`src/hw/rtl/acw_pkg.sv`:
```
`timescale 1ns / 1ps
// shared widths, command and register codes, and controller states for the crop window block
package acw_pkg;

  localparam int SIDE_W   = 14;                 // image and window sides
  localparam int EDGE_W   = 13;                 // window left and top
  localparam int TERM_W   = 11;                 // aspect ratio terms
  localparam int PROD_W   = SIDE_W + TERM_W;    // side times ratio term
  localparam int DIVS_W   = TERM_W + 1;         // divisor, twice a ratio term
  localparam int DIVD_W   = PROD_W + 2;         // twice the product plus a term
  localparam int POS_W    = 17;                 // signed edge before clamping
  localparam int STEP_W   = 15;                 // signed move and size steps
  localparam int CMD_W    = 2;
  localparam int CFG_W    = 2;

  localparam int MAX_SIDE = 8192;
  localparam int MIN_SIZE = 16;
  localparam int EDGE_MAX = 8191;

  localparam logic [CMD_W-1:0] CMD_INIT  = 2'd0;
  localparam logic [CMD_W-1:0] CMD_NUDGE = 2'd1;
  localparam logic [CMD_W-1:0] CMD_SCALE = 2'd2;

  localparam logic [CFG_W-1:0] REG_IMAGE_WIDTH  = 2'd0;
  localparam logic [CFG_W-1:0] REG_IMAGE_HEIGHT = 2'd1;
  localparam logic [CFG_W-1:0] REG_RATIO_WIDTH  = 2'd2;
  localparam logic [CFG_W-1:0] REG_RATIO_HEIGHT = 2'd3;

  typedef enum logic [3:0] {
    S_IDLE,
    S_CMP_A,
    S_CMP_A_WAIT,
    S_CMP_B,
    S_CMP_B_WAIT,
    S_MUL,
    S_MUL_WAIT,
    S_DIV,
    S_DIV_WAIT,
    S_POS,
    S_PLACE,
    S_EMIT
  } state_t;

endpackage

```
`src/hw/rtl/acw_serial_mul.sv`:
```
`timescale 1ns / 1ps
// shift-add multiplier, one multiplier bit per cycle
module acw_serial_mul import acw_pkg::*; (
  input  logic              clk,
  input  logic              rst,
  input  logic              start,
  input  logic [SIDE_W-1:0] mcand,
  input  logic [TERM_W-1:0] mplier,
  output logic              done,
  output logic [PROD_W-1:0] product
);

  localparam int CNT_W = $clog2(TERM_W + 1);
  localparam int HI_W  = PROD_W + 1 - TERM_W;

  logic [SIDE_W-1:0] mcand_q;
  logic [PROD_W:0]   acc;
  logic [CNT_W-1:0]  count;
  logic [HI_W:0]     sum;
  logic [PROD_W:0]   acc_next;

  // add the multiplicand into the high half when the current bit is set, then shift right
  assign sum      = {1'b0, acc[PROD_W:TERM_W]} + (acc[0] ? {2'b00, mcand_q} : '0);
  assign acc_next = {sum, acc[TERM_W-1:1]};
  assign product  = acc[PROD_W-1:0];

  always_ff @(posedge clk) begin
    if (rst) begin
      count <= '0;
      done  <= 1'b0;
    end else begin
      done <= !start && (count == CNT_W'(1));
      if (start) begin
        count <= CNT_W'(TERM_W);
      end else if (count != '0) begin
        count <= count - CNT_W'(1);
      end
    end
  end

  always_ff @(posedge clk) begin
    if (start) begin
      mcand_q <= mcand;
      acc     <= {{HI_W{1'b0}}, mplier};
    end else if (count != '0) begin
      acc <= acc_next;
    end
  end

endmodule

```
`src/hw/rtl/acw_serial_div.sv`:
```
`timescale 1ns / 1ps
// restoring divider, one quotient bit per cycle
module acw_serial_div import acw_pkg::*; (
  input  logic              clk,
  input  logic              rst,
  input  logic              start,
  input  logic [DIVD_W-1:0] dividend,
  input  logic [DIVS_W-1:0] divisor,
  output logic              done,
  output logic [DIVD_W-1:0] quotient
);

  localparam int CNT_W = $clog2(DIVD_W + 1);

  logic [DIVS_W-1:0] dvsr_q;
  logic [DIVS_W-1:0] rem;
  logic [DIVD_W-1:0] quo;
  logic [CNT_W-1:0]  count;
  logic [DIVS_W:0]   trial;
  logic [DIVS_W:0]   diff;
  logic              fits;

  assign trial    = {rem, quo[DIVD_W-1]};
  assign diff     = trial - {1'b0, dvsr_q};
  assign fits     = trial >= {1'b0, dvsr_q};
  assign quotient = quo;

  always_ff @(posedge clk) begin
    if (rst) begin
      count <= '0;
      done  <= 1'b0;
    end else begin
      done <= !start && (count == CNT_W'(1));
      if (start) begin
        count <= CNT_W'(DIVD_W);
      end else if (count != '0) begin
        count <= count - CNT_W'(1);
      end
    end
  end

  // dividend bits leave at the top while quotient bits enter at the bottom
  always_ff @(posedge clk) begin
    if (start) begin
      dvsr_q <= divisor;
      rem    <= '0;
      quo    <= dividend;
    end else if (count != '0) begin
      rem <= fits ? diff[DIVS_W-1:0] : trial[DIVS_W-1:0];
      quo <= {quo[DIVD_W-2:0], fits};
    end
  end

endmodule

```
`src/hw/rtl/aspect_locked_crop_window_top.sv`:
```
`timescale 1ns / 1ps
// top level of the aspect-locked crop window: config, controller, placement and result register
//
//   channel | direction | handshake          | payload
//   --------+-----------+--------------------+-------------------------------------------
//   cfg     | in        | cfg_we             | cfg_addr, cfg_data
//   in      | in        | in_valid/in_ready  | cmd, move_x, move_y, size_step
//   out     | out       | out_valid/out_ready| win_left, win_top, win_width, win_height,
//           |           |                    | accepted
//
// one command at a time; init runs both compare multiplies, the side multiply and the divide,
// scale the multiply and divide, nudge neither, a scale refused on its width or an unused none
// the shift-add multiplier takes one ratio bit a cycle (twice for the init compare, once for
// the derived side) and the restoring divider one of 27 quotient bits a cycle
// synchronous reset restores the default image and ratio and an empty window at 0,0
// in_ready stays high while idle; a finished result holds in emit until the output is free
module aspect_locked_crop_window_top import acw_pkg::*; (
  input  logic                     clk,
  input  logic                     rst,
  // configuration writes
  input  logic                     cfg_we,
  input  logic [CFG_W-1:0]         cfg_addr,
  input  logic [SIDE_W-1:0]        cfg_data,
  // command beats
  input  logic                     in_valid,
  output logic                     in_ready,
  input  logic [CMD_W-1:0]         cmd,
  input  logic signed [STEP_W-1:0] move_x,
  input  logic signed [STEP_W-1:0] move_y,
  input  logic signed [STEP_W-1:0] size_step,
  // result beats
  output logic                     out_valid,
  input  logic                     out_ready,
  output logic [EDGE_W-1:0]        win_left,
  output logic [EDGE_W-1:0]        win_top,
  output logic [SIDE_W-1:0]        win_width,
  output logic [SIDE_W-1:0]        win_height,
  output logic                     accepted
);

  // clamp an edge so the window lies inside the span, pinned at 0 when it cannot fit
  function automatic logic [EDGE_W-1:0] place_edge(input logic signed [POS_W-1:0] pos,
                                                   input logic [SIDE_W-1:0] size,
                                                   input logic [SIDE_W-1:0] span);
    logic signed [POS_W-1:0] p;
    logic signed [POS_W-1:0] lim;
    p   = (pos < 0) ? '0 : pos;
    lim = $signed({3'b000, span}) - $signed({3'b000, size});
    if (p > lim) p = lim;
    if (p < 0) p = '0;
    if (p > $signed(POS_W'(EDGE_MAX))) p = $signed(POS_W'(EDGE_MAX));
    return p[EDGE_W-1:0];
  endfunction

  // image sides saturate to 1..MAX_SIDE, a zero ratio term counts as 1
  function automatic logic [SIDE_W-1:0] side_of(input logic [SIDE_W-1:0] v);
    logic [SIDE_W-1:0] r;
    r = v;
    if (v == '0) r = SIDE_W'(1);
    else if (v > SIDE_W'(MAX_SIDE)) r = SIDE_W'(MAX_SIDE);
    return r;
  endfunction

  function automatic logic [TERM_W-1:0] term_of(input logic [TERM_W-1:0] v);
    return (v == '0) ? TERM_W'(1) : v;
  endfunction

  // configuration registers
  logic [SIDE_W-1:0] image_width;
  logic [SIDE_W-1:0] image_height;
  logic [TERM_W-1:0] ratio_width;
  logic [TERM_W-1:0] ratio_height;

  logic [SIDE_W-1:0] iw;
  logic [SIDE_W-1:0] ih;
  logic [TERM_W-1:0] rw;
  logic [TERM_W-1:0] rh;

  // window state
  logic [EDGE_W-1:0] left_edge;
  logic [EDGE_W-1:0] top_edge;
  logic [SIDE_W-1:0] crop_width;
  logic [SIDE_W-1:0] crop_height;

  // controller
  state_t state;
  state_t state_next;

  // per-command working registers
  logic [CMD_W-1:0]         cmd_q;
  logic signed [STEP_W-1:0] move_x_q;
  logic signed [STEP_W-1:0] move_y_q;
  logic [SIDE_W-1:0]        nw_q;
  logic                     ok;
  logic                     keep_height;
  logic [SIDE_W-1:0]        sel_n;
  logic [TERM_W-1:0]        sel_a;
  logic [TERM_W-1:0]        sel_b;
  logic [PROD_W-1:0]        prod_a;
  logic [DIVD_W-1:0]        dividend_q;
  logic [SIDE_W-1:0]        new_w;
  logic [SIDE_W-1:0]        new_h;
  logic signed [POS_W-1:0]  pos_x;
  logic signed [POS_W-1:0]  pos_y;

  // combinational
  logic                     accept;
  logic                     emit_load;
  logic                     mul_start;
  logic [SIDE_W-1:0]        mul_n;
  logic [TERM_W-1:0]        mul_a;
  logic                     mul_done;
  logic [PROD_W-1:0]        mul_product;
  logic                     div_start;
  logic                     div_done;
  logic [DIVD_W-1:0]        div_quo;
  logic signed [SIDE_W+1:0] nw_full;
  logic                     nw_ok;
  logic [SIDE_W-1:0]        w_calc;
  logic [SIDE_W-1:0]        h_calc;
  logic signed [POS_W-1:0]  x_calc;
  logic signed [POS_W-1:0]  y_calc;
  logic [SIDE_W:0]          x_slack;
  logic [SIDE_W:0]          y_slack;

  assign iw = side_of(image_width);
  assign ih = side_of(image_height);
  assign rw = term_of(ratio_width);
  assign rh = term_of(ratio_height);

  assign accept = in_valid && in_ready;

  // requested width for scale, checked against the minimum and the image width on the
  // accepting edge, so a width that passes always fits the side field
  assign nw_full = $signed({2'b00, crop_width}) + $signed({size_step[STEP_W-1], size_step});
  assign nw_ok   = !nw_full[SIDE_W+1] && (nw_full[SIDE_W:0] >= (SIDE_W+1)'(MIN_SIZE))
                && (nw_full[SIDE_W:0] <= {1'b0, iw});

  acw_serial_mul u_mul (
    .clk     (clk),
    .rst     (rst),
    .start   (mul_start),
    .mcand   (mul_n),
    .mplier  (mul_a),
    .done    (mul_done),
    .product (mul_product)
  );

  acw_serial_div u_div (
    .clk      (clk),
    .rst      (rst),
    .start    (div_start),
    .dividend (dividend_q),
    .divisor  ({sel_b, 1'b0}),
    .done     (div_done),
    .quotient (div_quo)
  );

  // next state
  always_comb begin
    state_next = state;
    case (state)
      S_IDLE: begin
        if (in_valid) begin
          case (cmd)
            CMD_INIT:  state_next = S_CMP_A;
            CMD_NUDGE: state_next = S_POS;
            CMD_SCALE: state_next = nw_ok ? S_MUL : S_EMIT;
            default:   state_next = S_EMIT;
          endcase
        end
      end
      S_CMP_A:      state_next = S_CMP_A_WAIT;
      S_CMP_A_WAIT: if (mul_done) state_next = S_CMP_B;
      S_CMP_B:      state_next = S_CMP_B_WAIT;
      S_CMP_B_WAIT: if (mul_done) state_next = S_MUL;
      S_MUL:        state_next = S_MUL_WAIT;
      S_MUL_WAIT:   if (mul_done) state_next = S_DIV;
      S_DIV:        state_next = S_DIV_WAIT;
      S_DIV_WAIT:   if (div_done) state_next = S_POS;
      S_POS:        state_next = S_PLACE;
      S_PLACE:      state_next = S_EMIT;
      S_EMIT:       if (!out_valid || out_ready) state_next = S_IDLE;
      default:      state_next = S_IDLE;
    endcase
  end

  // controller outputs
  always_comb begin
    in_ready  = 1'b0;
    mul_start = 1'b0;
    mul_n     = '0;
    mul_a     = '0;
    div_start = 1'b0;
    emit_load = 1'b0;
    case (state)
      S_IDLE: in_ready = 1'b1;
      S_CMP_A: begin
        mul_start = 1'b1;
        mul_n     = iw;
        mul_a     = rh;
      end
      S_CMP_B: begin
        mul_start = 1'b1;
        mul_n     = ih;
        mul_a     = rw;
      end
      S_MUL: begin
        mul_start = 1'b1;
        mul_n     = sel_n;
        mul_a     = sel_a;
      end
      S_DIV:  div_start = 1'b1;
      S_EMIT: emit_load = !out_valid || out_ready;
      default: begin
      end
    endcase
  end

  // candidate window and unclamped edges for the command in hand
  always_comb begin
    w_calc  = crop_width;
    h_calc  = crop_height;
    x_slack = {1'b0, iw} - {1'b0, w_calc};
    y_slack = {1'b0, ih} - {1'b0, h_calc};
    x_calc  = $signed({4'b0000, left_edge});
    y_calc  = $signed({4'b0000, top_edge});
    case (cmd_q)
      CMD_INIT: begin
        w_calc  = keep_height ? div_quo[SIDE_W-1:0] : iw;
        h_calc  = keep_height ? ih : div_quo[SIDE_W-1:0];
        x_slack = {1'b0, iw} - {1'b0, w_calc};
        y_slack = {1'b0, ih} - {1'b0, h_calc};
        // centred: half the leftover span
        x_calc  = $signed({3'b000, x_slack[SIDE_W:1]});
        y_calc  = $signed({3'b000, y_slack[SIDE_W:1]});
      end
      CMD_NUDGE: begin
        x_calc = $signed({4'b0000, left_edge})
               + $signed({{2{move_x_q[STEP_W-1]}}, move_x_q});
        y_calc = $signed({4'b0000, top_edge})
               + $signed({{2{move_y_q[STEP_W-1]}}, move_y_q});
      end
      CMD_SCALE: begin
        // keep the centre of the old window
        w_calc = nw_q;
        h_calc = div_quo[SIDE_W-1:0];
        x_calc = $signed({4'b0000, left_edge}) + $signed({4'b0000, crop_width[SIDE_W-1:1]})
               - $signed({4'b0000, nw_q[SIDE_W-1:1]});
        y_calc = $signed({4'b0000, top_edge}) + $signed({4'b0000, crop_height[SIDE_W-1:1]})
               - $signed({4'b0000, div_quo[SIDE_W-1:1]});
      end
      default: begin
      end
    endcase
  end

  always_ff @(posedge clk) begin
    if (rst) begin
      state <= S_IDLE;
    end else begin
      state <= state_next;
    end
  end

  // configuration
  always_ff @(posedge clk) begin
    if (rst) begin
      image_width  <= SIDE_W'(1920);
      image_height <= SIDE_W'(1080);
      ratio_width  <= TERM_W'(16);
      ratio_height <= TERM_W'(9);
    end else if (cfg_we) begin
      case (cfg_addr)
        REG_IMAGE_WIDTH:  image_width  <= cfg_data;
        REG_IMAGE_HEIGHT: image_height <= cfg_data;
        REG_RATIO_WIDTH:  ratio_width  <= cfg_data[TERM_W-1:0];
        REG_RATIO_HEIGHT: ratio_height <= cfg_data[TERM_W-1:0];
        default: begin
        end
      endcase
    end
  end

  // window state, committed only when the command goes through
  always_ff @(posedge clk) begin
    if (rst) begin
      left_edge   <= '0;
      top_edge    <= '0;
      crop_width  <= '0;
      crop_height <= '0;
    end else if (state == S_PLACE && ok) begin
      left_edge   <= place_edge(pos_x, new_w, iw);
      top_edge    <= place_edge(pos_y, new_h, ih);
      crop_width  <= new_w;
      crop_height <= new_h;
    end
  end

  // working registers
  always_ff @(posedge clk) begin
    if (rst) begin
      ok <= 1'b0;
    end else begin
      if (accept) begin
        ok <= (cmd == CMD_INIT) || (cmd == CMD_NUDGE);
      end else if (state == S_DIV_WAIT && div_done && cmd_q == CMD_SCALE) begin
        ok <= (div_quo >= DIVD_W'(MIN_SIZE)) && (nw_q <= iw)
           && (div_quo <= {{(DIVD_W-SIDE_W){1'b0}}, ih});
      end
    end
  end

  always_ff @(posedge clk) begin
    if (accept) begin
      cmd_q    <= cmd;
      move_x_q <= move_x;
      move_y_q <= move_y;
      nw_q     <= nw_full[SIDE_W-1:0];
      sel_n    <= nw_full[SIDE_W-1:0];
      sel_a    <= rh;
      sel_b    <= rw;
    end
    if (state == S_CMP_A_WAIT && mul_done) begin
      prod_a <= mul_product;
    end
    // iw*rh against rw*ih picks which side spans the image
    if (state == S_CMP_B_WAIT && mul_done) begin
      keep_height <= prod_a > mul_product;
      if (prod_a > mul_product) begin
        sel_n <= ih;
        sel_a <= rw;
        sel_b <= rh;
      end else begin
        sel_n <= iw;
        sel_a <= rh;
        sel_b <= rw;
      end
    end
    // round half up: (2*n*a + b) / (2*b)
    if (state == S_MUL_WAIT && mul_done) begin
      dividend_q <= DIVD_W'({mul_product, 1'b0}) + DIVD_W'(sel_b);
    end
    if (state == S_POS) begin
      new_w <= w_calc;
      new_h <= h_calc;
      pos_x <= x_calc;
      pos_y <= y_calc;
    end
  end

  // result register
  always_ff @(posedge clk) begin
    if (rst) begin
      out_valid <= 1'b0;
    end else if (emit_load) begin
      out_valid <= 1'b1;
    end else if (out_ready) begin
      out_valid <= 1'b0;
    end
  end

  always_ff @(posedge clk) begin
    if (emit_load) begin
      win_left   <= left_edge;
      win_top    <= top_edge;
      win_width  <= crop_width;
      win_height <= crop_height;
      accepted   <= ok;
    end
  end

  // an accepted command always leaves idle
  a_accept_leaves_idle: assert property (@(posedge clk) disable iff (rst)
    accept |=> state != S_IDLE)
    else $error("accepted command did not start work");

  // emitting a result always raises out_valid
  a_emit_sets_valid: assert property (@(posedge clk) disable iff (rst)
    emit_load |=> out_valid)
    else $error("result beat not presented");

  // the window never outgrows the largest image side
  a_window_bounded: assert property (@(posedge clk) disable iff (rst)
    (crop_width <= SIDE_W'(MAX_SIDE)) && (crop_height <= SIDE_W'(MAX_SIDE)))
    else $error("window side beyond image limit");

  // the multiplier only finishes while the controller waits for it
  a_mul_done_expected: assert property (@(posedge clk) disable iff (rst)
    mul_done |-> (state == S_CMP_A_WAIT || state == S_CMP_B_WAIT || state == S_MUL_WAIT))
    else $error("multiplier finished outside a wait state");

endmodule

```
`config.mk`:
```
export PLATFORM = sky130hd
export DESIGN_NAME = aspect_locked_crop_window_top
export DESIGN_NICKNAME = d
export VERILOG_FILES = /design/src/hw/rtl/acw_pkg.sv /design/src/hw/rtl/acw_serial_mul.sv /design/src/hw/rtl/acw_serial_div.sv /design/src/hw/rtl/aspect_locked_crop_window_top.sv
export SDC_FILE = /design/constraint.sdc
export NUM_CORES = 1
export LEC_CHECK = 0
export BUFFER_PORTS_ARGS = -buffer_cell sky130_fd_sc_hd__buf_2
export CAP_MARGIN = 5
export CORE_ASPECT_RATIO = 1.2
export CORE_MARGIN = 5
export CORE_UTILIZATION = 35
export CTS_CLUSTER_DIAMETER = 120
export DETAILED_ROUTE_END_ITERATION = 16
export GPL_ROUTABILITY_DRIVEN = 0
export PLACE_DENSITY_LB_ADDON = 0.1
export SLEW_MARGIN = 10
export SYNTH_ARGS = -nofsm -noshare
export SYNTH_HDL_FRONTEND = slang
export SYNTH_SLANG_ARGS = --single-unit
export TNS_END_PERCENT = 30
```
`constraint.sdc`:
```
create_clock -name clk -period 8.67 [get_ports clk]
set_input_delay 0.867 -clock clk [delete_from_list [all_inputs] [get_ports clk]]
set_output_delay 0.867 -clock clk [all_outputs]
set_load 0.1 [all_outputs]
```
# Yosys cells after proc, flatten, opt, wreduce, memory -nomap -nowiden
# Cells that the tools add are included.
word_totals:
  register_bits: 463
  input_bits: 68
classes:
  n_addsub: 16
  n_lt_le_gt_ge: 17
  n_eq_ne: 26
  n_mux: 66
  n_reduce_logical: 42
op_table:
  columns: ["op", "count"]
  rows:
  - ["$mux W17", 14]
  - ["$mux W14", 10]
  - ["$mux W11", 10]
  - ["$pmux W17 S3", 2]
  - ["$lt A17 B1 Y1 const B", 4]
  - ["$sub A14 B14 Y15", 4]
  - ["$pmux W14 S2", 2]
  - ["$mux W27", 2]
  - ["$pmux W4 S12", 1]
  - ["$pmux W14 S3", 1]
  - ["$mux W4", 9]
  - ["$gt A17 B14 Y1 const B", 2]
  - ["$gt A17 B15 Y1", 2]
  - ["$pmux W11 S3", 1]
  - ["$add A14 B15 Y16", 2]
  - ["$sub A14 B13 Y15", 2]
  - ["$add A13 B13 Y14", 2]
  - ["$gt A14 B14 Y1 const B", 2]
  - ["$logic_not A14 Y1", 2]
  - ["$add A26 B11 Y27", 1]
  - ["$ge A27 B5 Y1 const B", 1]
  - ["$le A27 B14 Y1", 1]
  - ["$mux W13", 2]
  - ["$gt A25 B25 Y1", 1]
  - ["other kinds (35)", 87]

# Longest topological paths before layout
# Gate-level depths: netlist (run 1).
depth:
  ltp_word: 14
  depth_mapped: 29

# By module
# A second synthesis (run 1) with hierarchy kept.
hier_totals:
  hier_cells: 2991
  area_unflattened_um2: 29580.9
modules_own_cells:
  columns: ["mod", "instances", "cells_per_inst", "area_per_inst_um2"]
  rows:
  - ["aspect_locked_crop_window_top", 1, 2504, 24055.6]
  - ["acw_serial_div", 1, 242, 2926.6]
  - ["acw_serial_mul", 1, 245, 2598.7]

# Least setup slack after synthesis (run 1)
# No wires, ideal clock.
synth_timing:
  kind: "register -> register"
  start: "register state[3]"
  end: "register sel_a[0], enable pin"
  t_arrival_ps: 5653
  slack_ps: 2640
  path_stages_with_launch: 5
  n_path_buf: 1
  period_less_slack_ps: 6030
  cell_sequence: "dfxtp_1 > clkbuf_1 > nor4_1 > and2_1 > or2_2"
synth_between:
  elab_chain_cells: 4
  elab_cells_between_ends: 6
  classes_between: "eq/ne: 1; mux: 1; reduce/logical: 4"
synth_rtl:
  columns: ["item", "line_no", "source"]
  rows:
  - ["start, declared", "aspect_locked_crop_window_top.sv:86", "state_t state;"]
  - ["start signal, assigned", "aspect_locked_crop_window_top.sv:262", "state <= state_next;"]
  - ["$logic_not A4 Y1", "aspect_locked_crop_window_top.sv:196", "case (state)"]
  - ["$mux W1", "aspect_locked_crop_window_top.sv:196", null]
  - ["named net in_ready", "aspect_locked_crop_window_top.sv:26", "output logic in_ready,"]
  - ["$logic_and A1 B1 Y1", "aspect_locked_crop_window_top.sv:131", "assign accept = in_valid && in_ready;"]
  - ["named net accept", "aspect_locked_crop_window_top.sv:107", "logic accept;"]
  - ["$reduce_bool A2 Y1 (no line)", null, null]
  - ["end signal, assigned", "aspect_locked_crop_window_top.sv:321", "sel_a <= rh;"]
  - ["end signal, assigned", "aspect_locked_crop_window_top.sv:332", "sel_a <= rw;"]
  - ["end signal, assigned", "aspect_locked_crop_window_top.sv:336", "sel_a <= rh;"]
  - ["end, declared", "aspect_locked_crop_window_top.sv:97", "logic [TERM_W-1:0] sel_a;"]
# The timed path passes the listed nets, and every way through them passes these cells.
# A chain may end at the register's enable or synchronous reset.

# Worst setup path in the final report (run 1)
layout_timing:
  start: "register image_width[8]"
  end: "register left_edge[5]"
layout_between:
  elab_chain_cells: 14
  elab_cells_between_ends: 15
  classes_between: "add/sub: 1; order compare: 4; mux: 9; reduce/logical: 1"
layout_rtl:
  columns: ["item", "line_no", "source"]
  rows:
  - ["start, declared", "aspect_locked_crop_window_top.sv:69", "logic [SIDE_W-1:0] image_width;"]
  - ["start signal, assigned", "aspect_locked_crop_window_top.sv:275", "REG_IMAGE_WIDTH: image_width <= cfg_data;"]
  - ["$gt A14 B14 Y1", "aspect_locked_crop_window_top.sv:60", "else if (v > SIDE_W'(MAX_SIDE)) r = SIDE_W'(MAX_SIDE);"]
  - ["$mux W14", "aspect_locked_crop_window_top.sv:60", null]
  - ["$mux W14 (*)", "aspect_locked_crop_window_top.sv:59", "if (v == '0) r = SIDE_W'(1);"]
  - ["$sub A14 B14 Y15 (*)", "aspect_locked_crop_window_top.sv:48", "lim = $signed({3'b000, span}) - $signed({3'b000, size});"]
  - ["$gt A17 B15 Y1", "aspect_locked_crop_window_top.sv:49", "if (p > lim) p = lim;"]
  - ["$mux W17 (*)", "aspect_locked_crop_window_top.sv:49", null]
  - ["$mux W17 (*)", "aspect_locked_crop_window_top.sv:292", "end else if (state == S_PLACE && ok) begin"]
  - ["$mux W17 (*)", "aspect_locked_crop_window_top.sv:287", "if (rst) begin"]
  - ["$lt A17 B1 Y1", "aspect_locked_crop_window_top.sv:50", "if (p < 0) p = '0;"]
  - ["$mux W17 (*)", "aspect_locked_crop_window_top.sv:50", null]
  - ["$mux W17 (*)", "aspect_locked_crop_window_top.sv:292", null]
  - ["$mux W17 (*)", "aspect_locked_crop_window_top.sv:287", null]
  - ["$gt A17 B14 Y1", "aspect_locked_crop_window_top.sv:51", "if (p > $signed(POS_W'(EDGE_MAX))) p = $signed(POS_W'(EDGE_MAX));"]
  - ["$mux W13 (*)", "aspect_locked_crop_window_top.sv:51", null]
  - ["end signal, assigned", "aspect_locked_crop_window_top.sv:293", "left_edge <= place_edge(pos_x, new_w, iw);"]
  - ["end, declared", "aspect_locked_crop_window_top.sv:80", "logic [EDGE_W-1:0] left_edge;"]
# Mark *: on every way between the ends. The rest lies on a longest branch, timed or not. The select of a mux whose other input is x is not followed.

==> impl_metrics.csv, run 1 <==
group,metric,value,unit
run_status,status,"finished, final reports clean",
routing,wl,97800,µm
logic_synthesis,synthTopCellsByArea,"edfxtp_1 32%, ha_1 11%, dfxtp_1 10%",
layout,regArea,12400,µm²
timing,fmax,164,MHz
pwr,leakage,0.0136,µW
timing,fin_worst_skew,0.0443,ns
logic_synthesis,synthMuxAreaShare,3.23,%
cts,root_buffer,"clkbuf_16",
logic_synthesis,async_flop_share,0,%
layout,final_cell_mix,"418 x nand2_1, 313 x edfxtp_1, 261 x ha_1",
worst_setup_path,worstRegToRegCells,27,
timing,final-max-slew-violation-count,0,
routing,wl_per_cell,22.4,µm
logic_synthesis,synth_compound_area_share,16.8,%
layout,final_common_cell,"nand2_1",
logic_synthesis,synth-seq-area-share,42.0,%
layout,syn_to_final_growth,12.8,%
cts,cts_tree,"done",
timing,fin_tns_setup,0,ns
worst_setup_path,crit_type,"reg -> reg",
routing,drt_iter0_markers,1767,
hold_path,hp-class,"in -> reg",
logic_synthesis,yosysTopAreaCell,"edfxtp_1",
cts,clk_latency,0.65,ns
die,start_util,35.3,%
timing,worstMarginPinSlew,1.13,ns
worst_setup_path,cp.buffers_inverters,2,
cts,cts_made_buffers,55,
die,fp.dieArea,90100,µm²
worst_setup_path,crit_path_end,"left_edge[5]",
cts,clockBufferDepth,3,
routing,drc,0,
logic_synthesis,synth_xor_area_share,3.74,%
pwr,fin_total_pwr,9350,µW
placement,dp_hpwl,74500,µm
cts,cts_sinks,461,
cts,post_cts_resized,0,
logic_synthesis,ys_ff_latch,461,
logic_synthesis,synth_top_family_by_area,"compound AO/OA/AOI/OAI gates",
logic_synthesis,syn-mean-instance-area,9.52,µm²
logic_synthesis,syn_area,29500,µm²
hold_path,hp-start,"move_x[11]",
run,cap_violations,0,
worst_setup_path,slowest_delay,0.54,ns
layout,fin_cells,4374,
cts,ctsHoldBuffers,0,
die,core,83500,µm²
timing,finalCriticalPeriod,6.08,ns
cts,cts.reportedPaths.clkPinSlew,0.06,ns
routing,drt_pass1_iterations,7,
placement,dp.cells,4270,
die,die_h,328,µm
layout,nFillCells,8321,
worst_setup_path,setup.worst_path.end_class,"register",
layout,diodes,0,
pwr,vdd_drop_max,0.219,mV
cts,cts_setup_buffers,0,
timing,min_period_over_period,70.2,%
routing,routed_via_density,5.41,
logic_synthesis,synth_edf_count,313,
grt,antenna_found_initial,0,
worst_setup_path,cp-startpoint,"image_width[8]",
worst_setup_path,cp_max_fo,21,
routing,ant_nets,0,
logic_synthesis,synth_ff_type,"edfxtp_1",
layout,fin_area,33200,µm²
cts,cts-htree-levels,2,
pwr,p_per_area,281,nW/µm²
logic_synthesis,ys_types,89,
worst_setup_path,reg2reg_from,"image_width[8]",
logic_synthesis,syn_nets,3459,
worst_setup_path,cpMaxStageDelayCell,"or4_1",
worst_setup_path,start_kind,"register",
logic_synthesis,yosysWarnings,0,
hold_path,hold_depth,1,
die,die_x,275,µm
worst_setup_path,required,9.21,ns
grt,grt_util_all_layers,21.3,%
timing,rsz0062_at_grt,"false",
layout,multi_input_area,15700,µm²
timing,setup_viol,0,
logic_synthesis,synth-simple-area-share,15.9,%
placement,port_buffers,124,
worst_setup_path,crit_family,"simple AND/OR/NAND/NOR gates",
die,row_count,116,
worst_setup_path,timing.rr.end,"left_edge[5]",
grt,grt_max_degree,75,
worst_setup_path,reg2reg_slack,2.59,ns
grt,grt_first_pass_wirelength,147000,µm
placement,post_dp_cell_area,31400,µm²
die,io_pins,125,
logic_synthesis,synth_top_area_share,31.9,%
worst_setup_path,cp_num_cells,27,
logic_synthesis,synthAdderAreaFrac,13.5,%
layout,finalNetCount,3571,
worst_setup_path,arrival,6.62,ns
timing,slew_headroom,23.7,%
grt,grt-ovfl-total,0,
logic_synthesis,synthCells,3094,
timing,hold_viol,0,
grt,first_global_vias,24016,
routing,vias,23685,
layout,drive_gt1_share,10.3,%
## registers in the layout (all words and copies together) (netlist names), 14 cells and up
signal	cells
u_mul.acc	26
win_width	14
nw_q	14
u_mul.mcand_q	14
move_x_q	15
dividend_q	27
image_width	14
u_div.quotient	27
new_w	14
crop_height	14
pos_x	16
image_height	14
sel_n	14
prod_a	25
crop_width	14
pos_y	16
win_height	14
move_y_q	15
new_h	14
## Yosys cell counts (all sizes together) (23+ instances only)
master	n
a211oi	31
a21o	72
a21oi	235
a22oi	33
a31oi	41
and2	23
clkbuf	85
dfxtp	148
edfxtp	313
fa	36
ha	261
inv	261
mux2	23
mux2i	31
nand2	418
nand2b	28
nand3	54
nand4	29
nor2	199
nor2b	64
nor3	60
nor4	24
o21a	41
o21ai	157
xnor2	91
xor2	34
## routing by layer
layer | GRT usage, % | share of wire, %
met5 | 0 | 0
met4 | 8.46 | 4.6
met3 | 2.53 | 4.0
met2 | 37.4 | 49
met1 | 26.5 | 43
## cell type report
type	count	share of cell area [%]
multi-input combinational	2265	47.4
clock inverter	28	0.701
timing repair buffer	160	2.69
inverter	263	2.97
tap	1121	4.22
sequential	461	37.2
clock buffer	76	4.82
## through the flow
stage / worst slack, ns / utilization, % / hold WS [ns]
after floorplan: 2.64 / - / 0.421
after global placement: 2.69 / 37.6 / 0.430
after detailed placement: 2.60 / 37.6 / 0.437
after CTS: 2.59 / 39.8 / 0.364
after global routing: 1.98 / 39.8 / 0.368
final: 2.59 / 39.8 / 0.410
## power by group
part | switching, µW | leakage [µW] | total (µW) | internal, µW
sequential | 441 | 0.00411 | 3390 | 2950
combinational | 2260 | 0.00857 | 3610 | 1340
clock | 998 | 0.000901 | 2350 | 1360
## cell families (layout without fill, tap and decap cells)
logic type,Yosys count,count (layout)
adders and majority gates,297,297
xor gates and xnor gates,125,125
buffers and inverters,368,527
DFF,461,461
and+or+nand+nor,1005,1005
AOI/OAI and AO/OA,767,767
muxes,71,71
## worst min-delay path by stage
stage | to | slack, ns
after floorplan | dividend_q[0] | 0.42
after global placement | u_mul.acc[25] | 0.43
after detailed placement | u_mul.acc[25] | 0.44
after CTS | move_x_q[7] | 0.36
after global routing | move_x_q[7] | 0.37
final | move_x_q[11] | 0.41
Power figures use the tool's default switching activity.
==> run 2: changes to the inputs <==
- clock period: 8.67 -> 6.34 ns (I/O delays scaled with it)
==> impl_metrics.csv, run 2 (same netlist as run 1, synthesis figures left out) <==
group,metric,value,unit
run_status,status,"finished, final reports clean",
worst_setup_path,cp_max_fo,15,
placement,port_buffers,124,
timing,min_period_over_period,90.0,%
grt,grt-ovfl-total,0,
routing,drt_iter0_markers,1787,
pwr,pwr-share-clk,26.5,%
die,start_util,35.3,%
worst_setup_path,setup.worst_path.end_class,"register",
worst_setup_path,arrival,6.24,ns
layout,utilization,40.0,%
pwr,leakage,0.0137,µW
grt,first_global_vias,23747,
run,cap_violations,0,
cts,cts_sinks,461,
layout,final_cell_mix,"418 x nand2_1, 313 x edfxtp_1, 261 x ha_1",
worst_setup_path,required,6.87,ns
timing,fin_tns_setup,0,ns
timing,worstMarginPinSlew,1.20,ns
worst_setup_path,crit_type,"reg -> reg",
grt,grt_util_all_layers,21.6,%
timing,hold_viol,0,
cts,clockBufferDepth,3,
routing,drc,0,
pwr,p_switching,5120,µW
placement,dp_hpwl,75500,µm
hold_path,hp-class,"in -> reg",
timing,final-max-slew-violation-count,0,
cts,cts.reportedPaths.clkPinSlew,0.06,ns
timing,fmax,175,MHz
layout,diodes,0,
routing,vias,23614,
pwr,seqPwrFrac,35.7,%
cts,cts-htree-levels,2,
die,die_x,275,µm
timing,hold_ws,0.169,ns
die,fp.dieArea,90100,µm²
die,io_pins,125,
layout,final_common_cell,"nand2_1",
layout,nFillCells,8233,
cts,post_cts_resized,0,
cts,cts_made_buffers,55,
pwr,p_per_area,391,nW/µm²
grt,grt_first_pass_wirelength,149000,µm
routing,wl,99200,µm
timing,finalCriticalPeriod,5.70,ns
routing,ant_nets,0,
routing,drt_pass1_iterations,5,
die,row_count,116,
cts,clk_latency,0.64,ns
worst_setup_path,cpMaxStageDelayCell,"or4_1",
pwr,pwr-share-comb,37.8,%
cts,cts_setup_buffers,0,
routing,wl_per_cell,22.7,µm
die,die_h,328,µm
grt,grt_max_degree,65,
layout,syn_to_final_growth,13.4,%
grt,antenna_found_initial,2,
layout,finalNetCount,3576,
placement,dp.cells,4275,
routing,routed_via_density,5.39,
timing,fin_worst_skew,0.0255,ns
die,core,83500,µm²
pwr,p_sw_share,39.2,%
pwr,fin_total_pwr,13100,µW
layout,fin_cells,4378,
worst_setup_path,start_kind,"register",
pwr,internal_power,7940,µW
layout,drive_gt1_share,10.7,%
cts,ctsHoldBuffers,0,
pwr,vdd_drop_max,0.312,mV
worst_setup_path,slowest_delay,0.55,ns
timing,setup_viol,0,
cts,root_buffer,"clkbuf_16",
timing,slew_headroom,18.2,%
timing,rsz0062_at_grt,"false",
cts,cts_tree,"done",
-- run 2: cell count changes in the layout (fill, tap and decap cells not counted), sizes merged --
| cell | change |
|---|---|
| buf | +5 |
| bufinv | +6 |
| clkbuf | -5 |
| clkinv | -4 |
| clkinvlp | +3 |
| inv | -1 |
-- run 2: path summary, 6_finish.rpt --
path              depth (start not counted)            end  slack (ns)            from
hold reg to reg                           2  u_mul.acc[25]        0.45   u_mul.acc[25]
setup reg to reg                         28   left_edge[1]        0.64  image_width[8]
hold / removal                            1    move_x_q[4]        0.17       move_x[4]
setup / recovery                         28   left_edge[1]        0.64  image_width[8]
-- run 2: stage by stage --
stage / area, µm² / setup WS, ns
final: 33400 / 0.636
after global routing: 33400 / 0.0688
after global placement: 31400 / 0.804
after detailed placement: 31400 / 0.693
after CTS: 33400 / 0.679
after floorplan: 29500 / 0.310
-- run 2: cell type report --
cell class,count,area (µm²),area share [%]
Sequential cell,461,12400,37.0
Inverter,263,987,2.96
Tap cell,1121,1400,4.20
Clock buffer,71,1560,4.67
Clock inverter,32,415,1.24
Timing Repair Buffer,165,931,2.79
Multi-Input combinational cell,2265,15700,47.1
-- run 2: power groups by stage --
stage	clock [µW]	sequential, µW	combinational (µW)
2_1_floorplan	0	4440	3470
3_3_place_gp	0	4710	4860
3_5_place_dp	0	4710	4930
4_1_cts	3560	4660	4960
5_1_grt	3680	4710	5470
6_report	3460	4660	4940
-- run 2: worst max-delay path, delay by kind of cell, from the launching register on --
kind | cells | cell delay [ns]
AO/OA/AOI/OAI | 10 | 1.94
flip-flops | 1 | 0.32
XOR/XNOR | 1 | 0.21
adder cells (fa/ha/maj) | 4 | 0.90
buffers and inverters | 4 | 0.56
AND/OR/NAND/NOR | 9 | 1.67
-- run 2: per-layer routing --
layer  global-route usage (%)  wire (µm)  part of all wire (%)
met5                        0          0                     0
met4                     8.32       4370                   4.4
met3                     2.48       4050                   4.1
met2                     37.9      48800                    49
met1                     27.2      42000                    42
